File: config.mk
export PLATFORM = sky130hd
export DESIGN_NAME = pidaw_integ
export DESIGN_NICKNAME = d
export VERILOG_FILES = /design/src/design/pidaw_pkg.sv /design/src/design/pidaw_integ.sv
export SDC_FILE = /design/constraint.sdc
export NUM_CORES = 1
export LEC_CHECK = 0
export BUFFER_PORTS_ARGS = -buffer_cell sky130_fd_sc_hd__buf_2
export CORE_AREA = 2 2 177 179
export DETAILED_ROUTE_END_ITERATION = 8
export DIE_AREA = 0 0 179 181
export PLACE_DENSITY = 0.68
export SETUP_SLACK_MARGIN = 0.15
export SKIP_CTS_REPAIR_TIMING = 1
export SYNTH_ARGS = -nofsm -noshare
export SYNTH_HDL_FRONTEND = slang
export SYNTH_SLANG_ARGS = --single-unit
File: constraint.sdc
create_clock -name clock -period 6.5 [get_ports clock]
set_clock_uncertainty 0.05 [all_clocks]
set_input_delay 0.65 -clock clock [delete_from_list [all_inputs] [get_ports clock]]
set_output_delay 0.65 -clock clock [all_outputs]
set_load 0.01 [all_outputs]
File: src/design/pidaw_pkg.sv
// Package for the PID error update block with integral clamp.
// Types, register indexes, opcodes and the fixed-point helper functions.
// No dependencies.
`default_nettype none

package pidaw_pkg;

   localparam int ERR_W   = 32;
   localparam int COEF_W  = 32;
   localparam int INTEG_W = 40;
   localparam int DIFF_W  = ERR_W + 1;
   localparam int OUT_W   = 32;
   localparam int CSR_W   = 40;
   localparam int FRAC_W  = 16;

   localparam int PROD_W  = 72;   // widest exact product, sign extended
   localparam int QUOT_W  = PROD_W - FRAC_W;
   localparam int TERM_P_W = COEF_W + ERR_W - FRAC_W;
   localparam int TERM_I_W = COEF_W + INTEG_W - FRAC_W;
   localparam int TERM_D_W = COEF_W + DIFF_W - FRAC_W;
   localparam int SUM_W    = TERM_I_W + 2;

   localparam logic signed [INTEG_W-1:0] INTEG_MAX = {1'b0, {(INTEG_W-1){1'b1}}};
   localparam logic signed [INTEG_W-1:0] INTEG_MIN = {1'b1, {(INTEG_W-1){1'b0}}};
   localparam logic signed [OUT_W-1:0]   OUT_MAX   = {1'b0, {(OUT_W-1){1'b1}}};
   localparam logic signed [OUT_W-1:0]   OUT_MIN   = {1'b1, {(OUT_W-1){1'b0}}};

   typedef enum logic {
      OP_UPDATE = 1'b0,
      OP_CLEAR  = 1'b1
   } op_type;

   typedef enum logic [2:0] {
      CSR_KP       = 3'd0,
      CSR_KI_DT    = 3'd1,
      CSR_KD_RATE  = 3'd2,
      CSR_INT_HIGH = 3'd3,
      CSR_INT_LOW  = 3'd4
   } csr_index_type;

   typedef struct packed {
      logic signed [COEF_W-1:0]  kp;
      logic signed [COEF_W-1:0]  ki_dt;
      logic signed [COEF_W-1:0]  kd_rate;
      logic signed [INTEG_W-1:0] integral_high;
      logic signed [INTEG_W-1:0] integral_low;
   } cfg_type;

   // operands after the integrator
   typedef struct packed {
      logic signed [ERR_W-1:0]   err;
      logic signed [INTEG_W-1:0] isum;
      logic signed [DIFF_W-1:0]  diff;
   } integ_type;

   // raw products; the integral product is split at the binary point
   typedef struct packed {
      logic signed [COEF_W+ERR_W-1:0]            p;
      logic signed [COEF_W+INTEG_W-FRAC_W-1:0]   i_hi;
      logic signed [COEF_W+FRAC_W:0]             i_lo;
      logic signed [COEF_W+DIFF_W-1:0]           d;
   } prod_type;

   typedef struct packed {
      logic signed [TERM_P_W-1:0] p;
      logic signed [TERM_I_W-1:0] i;
      logic signed [TERM_D_W-1:0] d;
   } term_type;

   // divide by 2^16, rounding toward zero
   function automatic logic signed [QUOT_W-1:0] trunc_q16(input logic signed [PROD_W-1:0] x);
      logic signed [PROD_W-1:0] q;
      q = x >>> FRAC_W;
      if (x[PROD_W-1] && (|x[FRAC_W-1:0])) begin
         q = q + PROD_W'(1);
      end
      return q[QUOT_W-1:0];
   endfunction

   function automatic logic signed [OUT_W-1:0] sat_out(input logic signed [SUM_W-1:0] x);
      logic [SUM_W-OUT_W:0] top;
      top = x[SUM_W-1:OUT_W-1];
      if ((&top) || !(|top)) begin
         return x[OUT_W-1:0];
      end else if (x[SUM_W-1]) begin
         return OUT_MIN;
      end else begin
         return OUT_MAX;
      end
   endfunction

endpackage

`default_nettype wire

File: src/design/pidaw_integ.sv
// Input register, integral accumulator with clamp, and previous error.
// Depends on pidaw_pkg.
`default_nettype none

module pidaw_integ
   import pidaw_pkg::*;
(
   input  wire logic                     clock,
   input  wire logic                     reset,
   input  wire logic                     req_valid,
   output logic                          req_stall,
   input  wire logic                     req_op,
   input  wire logic signed [ERR_W-1:0]  req_error,
   input  wire cfg_type                  cfg,
   output logic                          out_valid,
   output integ_type                     out_data,
   input  wire logic                     out_ready
);

   logic                      in_valid_ff;
   op_type                    in_op_ff;
   logic signed [ERR_W-1:0]   in_error_ff;
   logic signed [INTEG_W-1:0] integral_ff, integral_in;
   logic signed [ERR_W-1:0]   prev_ff;
   logic                      s1_valid_ff;
   integ_type                 s1_ff, s1_in;
   logic                      s1_en, in_en, fire;
   logic signed [INTEG_W:0]   sum_ext;

   assign s1_en     = !s1_valid_ff || out_ready;
   assign in_en     = !in_valid_ff || s1_en;
   assign req_stall = !in_en;
   assign fire      = in_valid_ff && s1_en;

   always_comb begin
      sum_ext = {integral_ff[INTEG_W-1], integral_ff}
              + {{(INTEG_W+1-ERR_W){in_error_ff[ERR_W-1]}}, in_error_ff};
      s1_in.err = in_error_ff;
      if (sum_ext[INTEG_W] != sum_ext[INTEG_W-1]) begin
         s1_in.isum = sum_ext[INTEG_W] ? INTEG_MIN : INTEG_MAX;
      end else begin
         s1_in.isum = sum_ext[INTEG_W-1:0];
      end
      s1_in.diff = {in_error_ff[ERR_W-1], in_error_ff} - {prev_ff[ERR_W-1], prev_ff};
      if (s1_in.isum > cfg.integral_high) begin
         integral_in = cfg.integral_high;
      end else if (s1_in.isum < cfg.integral_low) begin
         integral_in = cfg.integral_low;
      end else begin
         integral_in = s1_in.isum;
      end
   end

   always_ff @(posedge clock) begin
      if (reset) begin
         in_valid_ff <= 1'b0;
         s1_valid_ff <= 1'b0;
         integral_ff <= '0;
         prev_ff     <= '0;
      end else begin
         if (in_en) begin
            in_valid_ff <= req_valid;
         end
         if (s1_en) begin
            s1_valid_ff <= in_valid_ff && (in_op_ff == OP_UPDATE);
         end
         if (fire) begin
            if (in_op_ff == OP_CLEAR) begin
               integral_ff <= '0;
               prev_ff     <= '0;
            end else begin
               integral_ff <= integral_in;
               prev_ff     <= in_error_ff;
            end
         end
      end
   end

   always_ff @(posedge clock) begin
      if (req_valid && in_en) begin
         in_op_ff    <= op_type'(req_op);
         in_error_ff <= req_error;
      end
      if (fire && (in_op_ff == OP_UPDATE)) begin
         s1_ff <= s1_in;
      end
   end

   assign out_valid = s1_valid_ff;
   assign out_data  = s1_ff;

endmodule

`default_nettype wire

==> impl_metrics.py <==
metrics = {
    "synth": {
        "syn_area_sq_um": 13600,
        "synth_edf_count": 138,
        "synth_top_area_cell": "edfxtp_1",
        "synth_flop_cell": "edfxtp_1",
        "ys_types": 74,
        "synth.area.top_cells": "edfxtp_1, ha_1, dfxtp_1",
        "syn-num-nets": 1767,
        "yosysWarningCount": 0,
        "synth_seq_cells": 212,
        "yosysTopAreaCellShare": 0.305,
        "seq_area_frac_synth": 0.414,
        "synth_cells": 1401,
        "syn_area_per_cell_sq_um": 9.70,
        "async_flop_share": 0,
    },
    "routing": {
        "drcViolationCount": 0,
        "via_per_inst": 5.59,
        "ant_nets": 0,
        "first_pass_iters": 5,
        "dr_total_vias": 11867,
        "wl_um": 37900,
        "wl_per_cell_um": 17.9,
        "drtIter0Drc": 765,
    },
    "cells_and_area": {
        "nets": 2071,
        "syn2layout_area_growth_pct": 22.9,
        "multi_input_area_sq_um": 7270,
        "n_fill_cell": 2719,
        "regArea_sq_um": 5630,
        "drive_gt1_frac": 0.226,
        "design_area_sq_um": 16700,
        "final_util": 0.550,
    },
    "floorplanning": {
        "rows": 64,
        "die-area_sq_um": 32400,
        "die_x_um": 179,
        "die_h_um": 181,
        "core_area_sq_um": 30300,
        "ios": 320,
        "initial_utilization": 0.448,
    },
    "setup_path": {
        "cp_cell_sequence": "ha_1, nand4_1, or3_1, o21a_1, or4_4, a211oi_4, nor2_2, buf_4, o21ai_0, ha_1, o21ai_0, o21ai_0, a311oi_1, buf_4, o221ai_1, a211oi_2, mux2_2, o21ai_2, buf_4, nor3_2, buf_12, buf_12, a22oi_1, o21ai_1",
        "worst_setup_path_start_kind": "register",
        "cp_top_family": "compound AO/OA/AOI/OAI gates",
        "crit_slowest_cell": "or4_4",
        "crit_buf_inv": 5,
        "path_max_fanout": 15,
        "cp.required_ps": 6860,
        "crit_arrival_ps": 6340,
        "critPathCaptureType": "register",
        "max_stage_delay_ps": 520,
        "path_class": "reg2reg",
    },
    "timing": {
        "tightest_slew_ps": 1140,
        "fin_crit_sh": 0.921,
        "period_needed_ps": 5990,
        "setup_viol": 0,
        "fmax_mhz": 167,
        "slew_violations": 0,
        "hold_viol": 0,
        "slew-limit-headroom": 0.239,
        "fin_tns_setup_ps": 0,
        "grt_setup_unrepaired": "no",
    },
    "global_routing": {
        "globalRouteMet3Util": 0.0436,
        "grt-busiest-layer": "met2",
        "grt_antenna_before_repair": 7,
        "globalRouteOverflowTotal": 0,
        "grt_use_met1": 0.307,
        "grt_max_degree": 66,
        "grt_first_pass_wirelength_um": 58800,
        "track_usage": 0.229,
        "grt_pass1_vias": 11320,
        "grtUsageMet2": 0.372,
    },
    "clock_network": {
        "h-tree-depth": 1,
        "cts_tree": "done",
        "cts_root_buffer": "clkbuf_16",
        "clock_latency_ps": 530,
        "cts_buffers": 26,
        "clock-sinks": 212,
        "clk_pin_slew_ps": 60,
        "cts_buffer_depth": 3,
    },
    "run": {
        "cap_violations": 0,
    },
    "power": {
        "pwr-share-seq": 0.346,
        "p_leak_nw": 7.30,
        "pwr-share-clk": 0.303,
        "p_int_mw": 3.10,
        "p_comb_frac": 0.351,
        "vdd_drop_max_uv": 192,
        "switching_power_mw": 1.49,
        "switching_share": 0.324,
        "p_per_area_nw_per_um2": 275,
        "finalPower_mw": 4.59,
    },
    "placement": {
        "portBuffers": 223,
        "hpwl_um": 29500,
        "finalWeightedCongestion": 0.950,
        "place_area_sq_um": 15800,
    },
    "hold_path": {
        "hold_path_class": "in2reg",
    },
    "outcome": {
        "outcome": "finished clean",
    },
}
## cells by family (layout without fill, tap and decap cells)
group | count (synthesis) | in the layout | synth area share
AO/OA/AOI/OAI | 430 | 430 | 0.198
XOR/XNOR | 59 | 59 | 0.0380
adder cells (fa/ha/maj) | 157 | 157 | 0.145
buffers and inverters | 189 | 513 | 0.0573
flip-flops | 212 | 212 | 0.414
multiplexers | 39 | 39 | 0.0288
other | 0 | 3 | 0
AND/OR/NAND/NOR | 315 | 315 | 0.119
## Yosys cell counts, types with 5 or more instances
| cell | instances |
|---|---|
| a21o_1 | 24 |
| xnor2_1 | 35 |
| dfxtp_1 | 74 |
| o31a_1 | 5 |
| and4_1 | 7 |
| nor2_1 | 86 |
| a211o_1 | 7 |
| o31ai_1 | 6 |
| o21a_1 | 21 |
| nand4_1 | 20 |
| o21ai_0 | 76 |
| a22oi_1 | 39 |
| and3_1 | 8 |
| nor2b_1 | 7 |
| nand3_1 | 21 |
| o21ai_1 | 43 |
| a21oi_1 | 127 |
| mux2i_1 | 38 |
| a31oi_1 | 9 |
| nor3_1 | 27 |
| o21bai_1 | 8 |
| a211oi_1 | 13 |
| clkbuf_1 | 38 |
| nor3b_1 | 30 |
| nor4_1 | 6 |
| or3_1 | 9 |
| and2_1 | 5 |
| inv_1 | 140 |
| o211ai_1 | 14 |
| nand2_1 | 62 |
| ha_1 | 151 |
| nand2b_1 | 12 |
| edfxtp_1 | 138 |
| xor2_1 | 24 |
## metal layers
metal  share of wire  vias up
li1                -     5789
met1            0.45     5617
met2            0.46      367
met3           0.060       86
met4           0.030        8
met5          0.0016        -
## placed cells by master (no fill, tap or decap), types with 14 or more instances in the layout
cell type    n
buf_2      223
ha_1       151
inv_1      139
edfxtp_1   138
a21oi_1    125
buf_4       95
nor2_1      85
o21ai_0     75
dfxtp_1     74
nand2_1     61
o21ai_1     42
a22oi_1     39
mux2i_1     38
xnor2_1     35
nor3b_1     30
clkbuf_16   28
nor3_1      25
xor2_1      24
a21o_1      23
o21a_1      21
nand3_1     20
nand4_1     20
o211ai_1    14
## power groups by stage
| stage | Clock [mW] | Sequential, mW | Combinational (mW) |
|---|---|---|---|
| after floorplan | 0 | 1.62 | 1.05 |
| after global placement | 0 | 1.62 | 1.54 |
| after detailed placement | 0 | 1.62 | 1.57 |
| after CTS | 1.42 | 1.59 | 1.59 |
| after global routing | 1.48 | 1.60 | 1.78 |
| final | 1.39 | 1.59 | 1.61 |
## final cells by class
class / instances / share of cell area
multi-input cells: 1000 / 0.435
diodes: 3 / 0.000449
repair buffers: 324 / 0.117
inverters: 141 / 0.0319
clock buffers: 39 / 0.0450
clock inverters: 9 / 0.00397
well taps: 396 / 0.0297
flip-flops and latches: 212 / 0.337
## path summary, 6_finish.rpt
check                   endpoint  slack (ps)  cells past startpoint            from
setup reg to reg  integral_ff[7]         510                     24  in_error_ff[8]
setup / recovery  integral_ff[7]         510                     24  in_error_ff[8]
hold / removal    in_error_ff[4]         240                      1    req_error[4]
hold reg to reg      prev_ff[21]         430                      2     prev_ff[21]
## worst reg2reg max path: cells and delay by family, from the launching register on
family | cells | cell delay [ps]
AOI/OAI and AO/OA | 11 | 2200
adders and majority gates | 2 | 760
buffers and inverters | 5 | 850
DFF | 1 | 490
muxes | 1 | 370
and+or+nand+nor | 5 | 1140
## metrics by stage
step	cells	setup slack (ps)	hold slack, ps
6_report	2124	514	243
5_1_grt	2123	142	229
4_1_cts	2116	124	228
3_5_place_dp	2068	150	426
3_3_place_gp	2068	168	417
2_1_floorplan	1401	720	407
## state kept, by name (all words and copies together) (netlist names)
register     count
out_data       105
in_error_ff     32
integral_ff     40
in_valid_ff      1
prev_ff         32
out_valid        1
in_op_ff         1
Note: power is estimated with default switching activity, not from simulation.
