File: config.mk
export PLATFORM = sky130hd
export DESIGN_NAME = pidaw_out
export DESIGN_NICKNAME = d
export VERILOG_FILES = /design/src/design/pidaw_pkg.sv /design/src/design/pidaw_out.sv
export SDC_FILE = /design/constraint.sdc
export NUM_CORES = 1
export LEC_CHECK = 0
export BUFFER_PORTS_ARGS = -buffer_cell sky130_fd_sc_hd__buf_2
export CAP_MARGIN = 20
export CORE_MARGIN = 4
export CORE_UTILIZATION = 35
export DETAILED_ROUTE_END_ITERATION = 7
export HOLD_SLACK_MARGIN = 0.05
export PLACE_DENSITY = 0.65
export SKIP_CTS_REPAIR_TIMING = 1
export SYNTH_ARGS = -nofsm -noshare
export SYNTH_HDL_FRONTEND = slang
export SYNTH_SLANG_ARGS = --single-unit
File: constraint.sdc
create_clock -name clock -period 9.8 [get_ports clock]
set_input_delay 1.96 -clock clock [delete_from_list [all_inputs] [get_ports clock]]
set_output_delay 1.96 -clock clock [all_outputs]
set_load 0.02 [all_outputs]
File: src/design/pidaw_pkg.sv
// Package for the PID error update block with integral clamp.
// Types, register indexes, opcodes and the fixed-point helper functions.
// No dependencies.
`default_nettype none

package pidaw_pkg;

   localparam int ERR_W   = 32;
   localparam int COEF_W  = 32;
   localparam int INTEG_W = 40;
   localparam int DIFF_W  = ERR_W + 1;
   localparam int OUT_W   = 32;
   localparam int CSR_W   = 40;
   localparam int FRAC_W  = 16;

   localparam int PROD_W  = 72;   // widest exact product, sign extended
   localparam int QUOT_W  = PROD_W - FRAC_W;
   localparam int TERM_P_W = COEF_W + ERR_W - FRAC_W;
   localparam int TERM_I_W = COEF_W + INTEG_W - FRAC_W;
   localparam int TERM_D_W = COEF_W + DIFF_W - FRAC_W;
   localparam int SUM_W    = TERM_I_W + 2;

   localparam logic signed [INTEG_W-1:0] INTEG_MAX = {1'b0, {(INTEG_W-1){1'b1}}};
   localparam logic signed [INTEG_W-1:0] INTEG_MIN = {1'b1, {(INTEG_W-1){1'b0}}};
   localparam logic signed [OUT_W-1:0]   OUT_MAX   = {1'b0, {(OUT_W-1){1'b1}}};
   localparam logic signed [OUT_W-1:0]   OUT_MIN   = {1'b1, {(OUT_W-1){1'b0}}};

   typedef enum logic {
      OP_UPDATE = 1'b0,
      OP_CLEAR  = 1'b1
   } op_type;

   typedef enum logic [2:0] {
      CSR_KP       = 3'd0,
      CSR_KI_DT    = 3'd1,
      CSR_KD_RATE  = 3'd2,
      CSR_INT_HIGH = 3'd3,
      CSR_INT_LOW  = 3'd4
   } csr_index_type;

   typedef struct packed {
      logic signed [COEF_W-1:0]  kp;
      logic signed [COEF_W-1:0]  ki_dt;
      logic signed [COEF_W-1:0]  kd_rate;
      logic signed [INTEG_W-1:0] integral_high;
      logic signed [INTEG_W-1:0] integral_low;
   } cfg_type;

   // operands after the integrator
   typedef struct packed {
      logic signed [ERR_W-1:0]   err;
      logic signed [INTEG_W-1:0] isum;
      logic signed [DIFF_W-1:0]  diff;
   } integ_type;

   // raw products; the integral product is split at the binary point
   typedef struct packed {
      logic signed [COEF_W+ERR_W-1:0]            p;
      logic signed [COEF_W+INTEG_W-FRAC_W-1:0]   i_hi;
      logic signed [COEF_W+FRAC_W:0]             i_lo;
      logic signed [COEF_W+DIFF_W-1:0]           d;
   } prod_type;

   typedef struct packed {
      logic signed [TERM_P_W-1:0] p;
      logic signed [TERM_I_W-1:0] i;
      logic signed [TERM_D_W-1:0] d;
   } term_type;

   // divide by 2^16, rounding toward zero
   function automatic logic signed [QUOT_W-1:0] trunc_q16(input logic signed [PROD_W-1:0] x);
      logic signed [PROD_W-1:0] q;
      q = x >>> FRAC_W;
      if (x[PROD_W-1] && (|x[FRAC_W-1:0])) begin
         q = q + PROD_W'(1);
      end
      return q[QUOT_W-1:0];
   endfunction

   function automatic logic signed [OUT_W-1:0] sat_out(input logic signed [SUM_W-1:0] x);
      logic [SUM_W-OUT_W:0] top;
      top = x[SUM_W-1:OUT_W-1];
      if ((&top) || !(|top)) begin
         return x[OUT_W-1:0];
      end else if (x[SUM_W-1]) begin
         return OUT_MIN;
      end else begin
         return OUT_MAX;
      end
   endfunction

endpackage

`default_nettype wire

File: src/design/pidaw_out.sv
// Result stage: sums the three terms and saturates everything to 32 bits.
// Depends on pidaw_pkg.
`default_nettype none

module pidaw_out
   import pidaw_pkg::*;
(
   input  wire logic                    clock,
   input  wire logic                    reset,
   input  wire logic                    in_valid,
   input  wire term_type                in_data,
   output logic                         in_ready,
   output logic                         rsp_valid,
   input  wire logic                    rsp_stall,
   output logic signed [OUT_W-1:0]      rsp_drive,
   output logic signed [OUT_W-1:0]      rsp_p_term,
   output logic signed [OUT_W-1:0]      rsp_i_term,
   output logic signed [OUT_W-1:0]      rsp_d_term
);

   logic                    rsp_valid_ff;
   logic signed [OUT_W-1:0] drive_ff, p_ff, i_ff, d_ff;
   logic signed [SUM_W-1:0] p_ext, i_ext, d_ext, sum;
   logic                    en;

   assign en       = !rsp_valid_ff || !rsp_stall;
   assign in_ready = en;

   always_comb begin
      p_ext = {{(SUM_W-TERM_P_W){in_data.p[TERM_P_W-1]}}, in_data.p};
      i_ext = {{(SUM_W-TERM_I_W){in_data.i[TERM_I_W-1]}}, in_data.i};
      d_ext = {{(SUM_W-TERM_D_W){in_data.d[TERM_D_W-1]}}, in_data.d};
      sum   = p_ext + i_ext + d_ext;
   end

   always_ff @(posedge clock) begin
      if (reset) begin
         rsp_valid_ff <= 1'b0;
      end else if (en) begin
         rsp_valid_ff <= in_valid;
      end
   end

   always_ff @(posedge clock) begin
      if (en && in_valid) begin
         drive_ff <= sat_out(sum);
         p_ff     <= sat_out(p_ext);
         i_ff     <= sat_out(i_ext);
         d_ff     <= sat_out(d_ext);
      end
   end

   assign rsp_valid  = rsp_valid_ff;
   assign rsp_drive  = drive_ff;
   assign rsp_p_term = p_ff;
   assign rsp_i_term = i_ff;
   assign rsp_d_term = d_ff;

endmodule

`default_nettype wire

==> results.md, run 1 <==
* Status: finished clean
* Met2 WL at approximately 16000 µm
* Worst Tran Pin Value at 1.044 ns
* Post-route design area at between 0.01 and 0.015 mm²
* Standard-cell row count at 62
* PortBufs at roughly 290
* Fin crit share at 0.7104
* TritonCTS clock tree: built
* Sum Neg Setup Slack at 0 ns
* Area added between synthesis and finish at 22.50%
* CTS buffer count at 17
* Worst Skew at approximately 0.0090 ns
* CTS sink count at approximately 130
* Cell Area, Synth at 0.01044 mm²
* H-tree levels at 4
* Hold WS at approximately 0.52 ns
* Main synth FF type: edfxtp_1
* First-pass GRT wire length at about 54000 µm
* Hold Path Class: flop to flop
* Fin. Hold Viols at 0
* Initial Util at 0.3588
* Pwr Density at 181.2 mW/mm²
* WL final at 34520 µm
* Wirelength per Cell at ~21 µm
* Syn Inst Count at roughly 1000
* Die Y at 180.7 µm
* Worst setup EP type: flop
* Slew margin rel. at 0.3025
* Clock-pin slew on the worst setup and hold paths at roughly 0.080 ns
* RD Place Congestion at just over 0.9
* Mapped Nets at around 1300
* Initial antenna violation count at 0
* Final min period at between 6 and 7 ns
* Post-synth EDFFs at around 130
* Placed Area at roughly 0.012 mm²
* CP arrival at 7.10 ns
* Met3 WL at 2552 µm
* Synth area leader: edfxtp_1
* Vias per std cell at about 5.5
* GRT Total Usage at 0.2090
* Multi-input gate area in the final layout at approximately 0.0063 mm²
* Placed cells at ~1600
* Drt first pass iters at 5
* Total number of vias at between 9000 and 10000
* Critical path startpoint category: input pin
* Register area share after synthesis at 0.3702
* Top Ports at approximately 290
* Worst VDD drop at 103.3 µV
* Yosys reg bits at roughly 130
* Pleak at 0.005269 µW
* Die outline width at roughly 180 µm
* Clock Latency Late Sink at roughly 0.43 ns
* Clk buf depth at 2
* Max-Cap Viols at 0
* Initial DRC Count at approximately 700
* Final setup viols at 0
* Post-synth cell types at 89
* # DRC at 0
* Final Max Slew Viols at 0
* DR top layer: met4
* Achievable Freq at about 0.14 GHz
* Die area at approximately 0.033 mm²
* Share of cells above drive strength 1 at 0.3005
* Root Buffer Master: clkbuf_16
* HPWL reported at the end of detailed placement at between 20000 and 30000 µm
* Crit Path Max Fanout at 28
* Met1 WL at 15340 µm
* Largest net degree at the start of global routing at 67
* Fin cells at about 1700
* Avg Inst Size Synth at between 10 and 15 µm²
* Core ar. at 0.02909 mm²
* Post-synth top area share at 0.3683
* Fraction of registers with async set/reset at 0
* Post-layout nets at about 1500
* FF+latch area at roughly 0.0039 mm²
* YS warnings at 0
* Ranking of synthesized cells by area: edfxtp_1 (37%), fa_1 (11%), ha_1 (6.7%), a21o_1 (5.8%), nor2_1 (4.4%)
* Vias in the first global route at about 9600
* Antenna-violating nets left at 0
* Crit path required time at about 9.9 ns
* RSZ-0062 raised after global routing: false
* Grt total ovfl at 0
* WS Path Type: input pin to flop
* Ant diodes at 0
* Fill cells at between 2000 and 3000
[cell usage in the layout, fill, tap and decap left out, types with 12 or more instances in the layout]
cell	count
xnor2_1	18
nand3_1	12
nand4_1	35
nor3_1	17
xor2_1	28
edfxtp_1	128
clkbuf_16	17
ha_1	56
nor2_1	121
buf_2	286
a21o_1	80
nor4_1	19
a21oi_1	85
fa_1	57
o21ai_0	57
o22ai_2	20
inv_1	15
nand2_1	79
[report_power, final]
group	switching, µW	internal, µW	total [µW]	leakage [µW]
registers	11.5	671	683	0.00122
logic	632	364	996	0.00378
clock network	301	337	638	0.000265
[critical path: stages]
cell and delay (ns):
buf_2 0.11, fa_1 0.47, ha_1 0.24, fa_1 0.44, a211oi_1 0.43, o211ai_1 0.13, nand2_1 0.15, a2111oi_4 0.09
or2_4 0.28, a41oi_4 0.31, nor4_4 0.10, a21oi_4 0.82, or4_4 0.30, nor3_4 0.04, buf_4 0.25, nor2_2 0.42
buf_4 0.36, o32ai_2 0.13
[area by class of cell]
cell class	count	area share
Clock buffer	17	0.03327
Clock inverter	15	0.01155
Inverter	16	0.004698
Multi-Input combinational cell	819	0.4903
Sequential cell	129	0.3022
Tap cell	384	0.03758
Timing Repair Buffer	295	0.1204
[flip-flops by register name (all words and copies together) (netlist names)]
| signal | count |
|---|---|
| rsp_drive | 32 |
| rsp_d_term | 32 |
| rsp_p_term | 32 |
| rsp_valid | 1 |
| rsp_i_term | 32 |
[final timing paths]
kind              startpoint        endpoint  slack, ns  cells past startpoint
hold / removal     rsp_valid       rsp_valid       0.52                      2
setup reg to reg   rsp_valid  rsp_i_term[30]       7.73                      4
hold reg to reg    rsp_valid       rsp_valid       0.52                      2
setup / recovery  in_data[1]    rsp_drive[6]       2.84                     18
[cell families (layout without fill, tap and decap cells)]
| family | count (synthesis) | count (layout) | share of synthesized area |
|---|---|---|---|
| buffers and inverters | 66 | 343 | 0.03560 |
| adders and majority gates | 113 | 113 | 0.1765 |
| AOI/OAI and AO/OA | 327 | 327 | 0.2204 |
| and+or+nand+nor | 330 | 330 | 0.1557 |
| xor gates and xnor gates | 46 | 46 | 0.03860 |
| muxes | 3 | 3 | 0.002997 |
| DFF | 129 | 129 | 0.3702 |
[stage by stage]
| step | setup slack (ns) | total power [µW] | util |
|---|---|---|---|
| after floorplan | 3.661 | 1390 | - |
| after global placement | 2.531 | 1677 | 0.4179 |
| after detailed placement | 2.385 | 1683 | 0.4188 |
| after CTS | 2.840 | 2333 | 0.4385 |
| after global routing | 2.620 | 2461 | 0.4395 |
| final | 2.838 | 2317 | 0.4395 |
[metal layers]
layer / track usage / vias up
met1: 0.2883 / 4422
met2: 0.3409 / 388
met4: 0.04386 / 0
met3: 0.04461 / 27
met5: 0 / -
li1: - / 4359
[cells in the mapped netlist (all sizes together) (4+ instances only)]
library cell and instances:
a21oi 87, a221oi 5, and3 8, buf 11, and2 5, or3 4
o21a 7, o21bai 8, a21o 81, nand4 35, o22ai 22, nor3 19
a211oi 8, clkbuf 37, o21ai 60, or4 4, and4 5, xnor2 18
inv 16, o2111ai 4, a31oi 6, edfxtp 128, fa 57, nand3 12
nor4 22, nor2 123, o211ai 10, ha 56, nand2 80, xor2 28
(Power assumes the default switching activity.)
==> run 2, diff against run 1 <==
clock period = 6.79 ns   (was 9.8 ns; I/O delays follow)
==> run 2 against run 1 <==
  * Non-clock buffer count grew 1
  * Combinational power grew 44%
  * Clock skew down 0.0033 ns
  * Worst hold slack got worse by 0.0029 ns
  * Total power up 45%
  * Via count is 0.16% lower
  * Largest cell class unchanged
==> results.md, run 2 (same netlist as run 1, synthesis figures left out) <==
* H-tree levels at 4 (unchanged)
* TritonCTS clock tree: built (unchanged)
* CTS buffer count at 17 (unchanged)
* Root Buffer Master: clkbuf_16 (unchanged)
* Drt first pass iters at 5 (unchanged)
* Sum Neg Setup Slack at 0 ns (unchanged)
* Dpl ws at 0.4430 ns (was 2.385 ns)
* Fin. Hold Viols at 0 (unchanged)
* Share of cells above drive strength 1 at 0.3011 (was 0.3005)
* Clk buf depth at 2 (unchanged)
* Max-Cap Viols at 0 (unchanged)
* Worst setup margin at 0.8612 ns (was 2.838 ns)
* WS Path Type: input pin to flop (unchanged)
* RD Place Congestion at 0.9314 (was 0.9255)
* Crit Path Max Fanout at 15 (was 28)
* Vias in the first global route at 9459 (was 9569)
* Fill cells at 2862 (was 2877)
* RR Endpoint: rsp_p_term[30] (was rsp_i_term[30])
* Core ar. at 0.02909 mm² (unchanged)
* Cell Int Power at 2020 µW (was 1372 µW)
* Pleak at 0.005285 µW (was 0.005269 µW)
* Slew margin rel. at 0.2652 (was 0.3025)
* R2R depth at 3 (was 4)
* Total number of vias at 9181 (was 9196)
* Standard-cell row count at 62 (unchanged)
* Largest net degree at the start of global routing at 81 (was 67)
* Commonest non-fill, non-tap cell in the layout: buf_2 (unchanged)
* Worst setup EP type: flop (unchanged)
* # DRC at 0 (unchanged)
* HPWL reported at the end of detailed placement at 26840 µm (was 27070 µm)
* Area added between synthesis and finish at 22.36% (was 22.50%)
* Placed Area at 0.01218 mm² (about the same)
* Initial Util at 0.3588 (unchanged)
* Critical Path End: rsp_drive[29] (was rsp_drive[6])
* Die area at 0.03265 mm² (unchanged)
* Grt total ovfl at 0 (unchanged)
* Hold Path Class: flop to flop (unchanged)
* Post-layout nets at 1549 (was 1548)
* Buf/Inv on CP at 2 (was 3)
* Worst path top cell family by delay: simple AND/OR/NAND/NOR gates (was compound AO/OA/AOI/OAI gates)
* Critical path startpoint category: input pin (unchanged)
* Final min period at 5.929 ns
* Most frequent cells in the layout: buf_2 (286), edfxtp_1 (128), nor2_1 (121) (unchanged)
* Clock network power share at 0.279 (was 0.275)
* Worst Skew at 0.005739 ns (was 0.008997 ns)
* GRT Total Usage at 0.2037 (was 0.2090)
* Die Y at 180.7 µm (unchanged)
* Clock-pin slew on the worst setup and hold paths at 0.07 ns (was 0.08 ns)
* Wirelength per Cell at 20.40 µm (was 20.61 µm)
* WL final at 34180 µm (was 34520 µm)
* Top Ports at 287 (unchanged)
* Combinational Power Share at 0.426 (was 0.430)
* Vias per std cell at 5.478 (was 5.490)
* Achievable Freq at 0.1687 GHz
* Final Max Slew Viols at 0 (unchanged)
* Final setup viols at 0 (unchanged)
* Critical Path Source: in_data[1] (unchanged)
* CP Depth at 17 (was 18)
* Worst path cell trace: buf_2, fa_1, ha_1, fa_1, a211oi_1, o21ai_2, a21oi_1, o21ai_2, a311o_1, or4_1, nand3_1, nor3_1, nand4_1, nor4_4, nor2_2, buf_4, o22ai_2 (was buf_2, fa_1, ha_1, fa_1, a211oi_1, o211ai_1, nand2_1, a2111oi_4, or2_4, a41oi_4, nor4_4, a21oi_4, or4_4, nor3_4, buf_4, nor2_2, buf_4, o32ai_2)
* Ant diodes at 0 (unchanged)
* Initial antenna violation count at 0 (unchanged)
* Slowest stage delay, CP at 0.70 ns (was 0.82 ns)
* Crit path max-delay cell type: nor2_2 (was a21oi_4)
* Pwr Density at 263.0 mW/mm² (was 181.2 mW/mm²)
* Worst Tran Pin Value at 1.100 ns (was 1.044 ns)
* Switching power at 1338 µW (was 944.7 µW)
* Clock Latency Late Sink at 0.41 ns (was 0.43 ns)
* Sw frac at 0.3985 (was 0.4077)
* Worst VDD drop at 154.7 µV (was 103.3 µV)
* Crit path required time at 6.94 ns (was 9.93 ns)
* Initial DRC Count at 613 (was 689)
* Fin crit share at 0.8732
* Sequential share of power at 0.294 (was 0.295)
* CP arrival at 6.08 ns (was 7.10 ns)
* Die outline width at 180.7 µm (unchanged)
* Status: finished clean (unchanged)
* Antenna-violating nets left at 0 (unchanged)
* Post-route design area at 0.01277 mm² (was 0.01278 mm²)
* Worst R2R Start: rsp_valid (unchanged)
* CTS sink count at 129 (unchanged)
* RSZ-0062 raised after global routing: false (unchanged)
* First-pass GRT wire length at 53170 µm (was 54210 µm)
* Reg-to-reg setup timing slack at 4.41 ns (was 7.73 ns)
* PortBufs at 286 (unchanged)
-- run 2: cell count changes in the layout (fill, tap and decap cells not counted) --
cell        previous run  this run
bufinv_16              0         1
buf_16                 2         0
clkinv_2               0         1
clkinv_8               2         0
buf_4                  7        10
clkinv_4               0         2
inv_8                  3         7
inv_6                  5         3
clkinvlp_4             5         1
-- run 2: how the worst min path moves through the flow --
stage / start / cells past startpoint / slack [ns] / to
2_1_floorplan: rsp_valid / 2 / 0.59 / rsp_valid
4_1_cts: rsp_valid / 2 / 0.52 / rsp_valid
5_1_grt: rsp_valid / 2 / 0.58 / rsp_valid
3_3_place_gp: rsp_valid / 2 / 0.48 / rsp_valid
6_report: rsp_valid / 2 / 0.51 / rsp_valid
3_5_place_dp: rsp_valid / 2 / 0.51 / rsp_valid
-- run 2: power by group through the flow --
stage | Clock [µW] | Combinational, µW | Sequential, µW
3_3_place_gp | 0 | 1420 | 1000
3_5_place_dp | 0 | 1420 | 1010
5_1_grt | 995 | 1570 | 995
4_1_cts | 960 | 1430 | 990
2_1_floorplan | 0 | 909 | 1100
6_report | 938 | 1430 | 989
-- run 2: routing by layer --
layer / routed length (µm) / GRT usage / vias up / share of wire
li1: - / - / 4366 / -
met1: 15100 / 0.2816 / 4363 / 0.44
met2: 16110 / 0.3373 / 426 / 0.47
met3: 2499 / 0.03553 / 26 / 0.073
met4: 467 / 0.04325 / 0 / 0.014
met5: 0 / 0 / - / 0
-- run 2: area by class of cell --
class	instances	area, µm²	area share
clock inverter	15	165.2	0.01293
multi-input combinational	819	6269	0.4909
inverter	16	60.06	0.004703
clock buffer	17	425.4	0.03331
timing repair buffer	296	1506	0.1180
tap	384	480.5	0.03763
sequential	129	3864	0.3026
-- run 2: metrics by stage --
stage,instances,hold WS (ns),utilization,total power [µW]
global placement,1644,0.4810,0.4187,2421
detailed placement,1644,0.5055,0.4187,2426
floorplan,1014,0.5890,-,2006
finish,1676,0.5145,0.4390,3358
global route,1676,0.5774,0.4390,3557
CTS,1676,0.5213,0.4390,3378
-- run 2: worst register-to-register path: stages (launching register included) --
cell and delay [ns]:
dfxtp_1 0.32, nand2_1 0.07, and2_4 0.83, buf_4 0.74
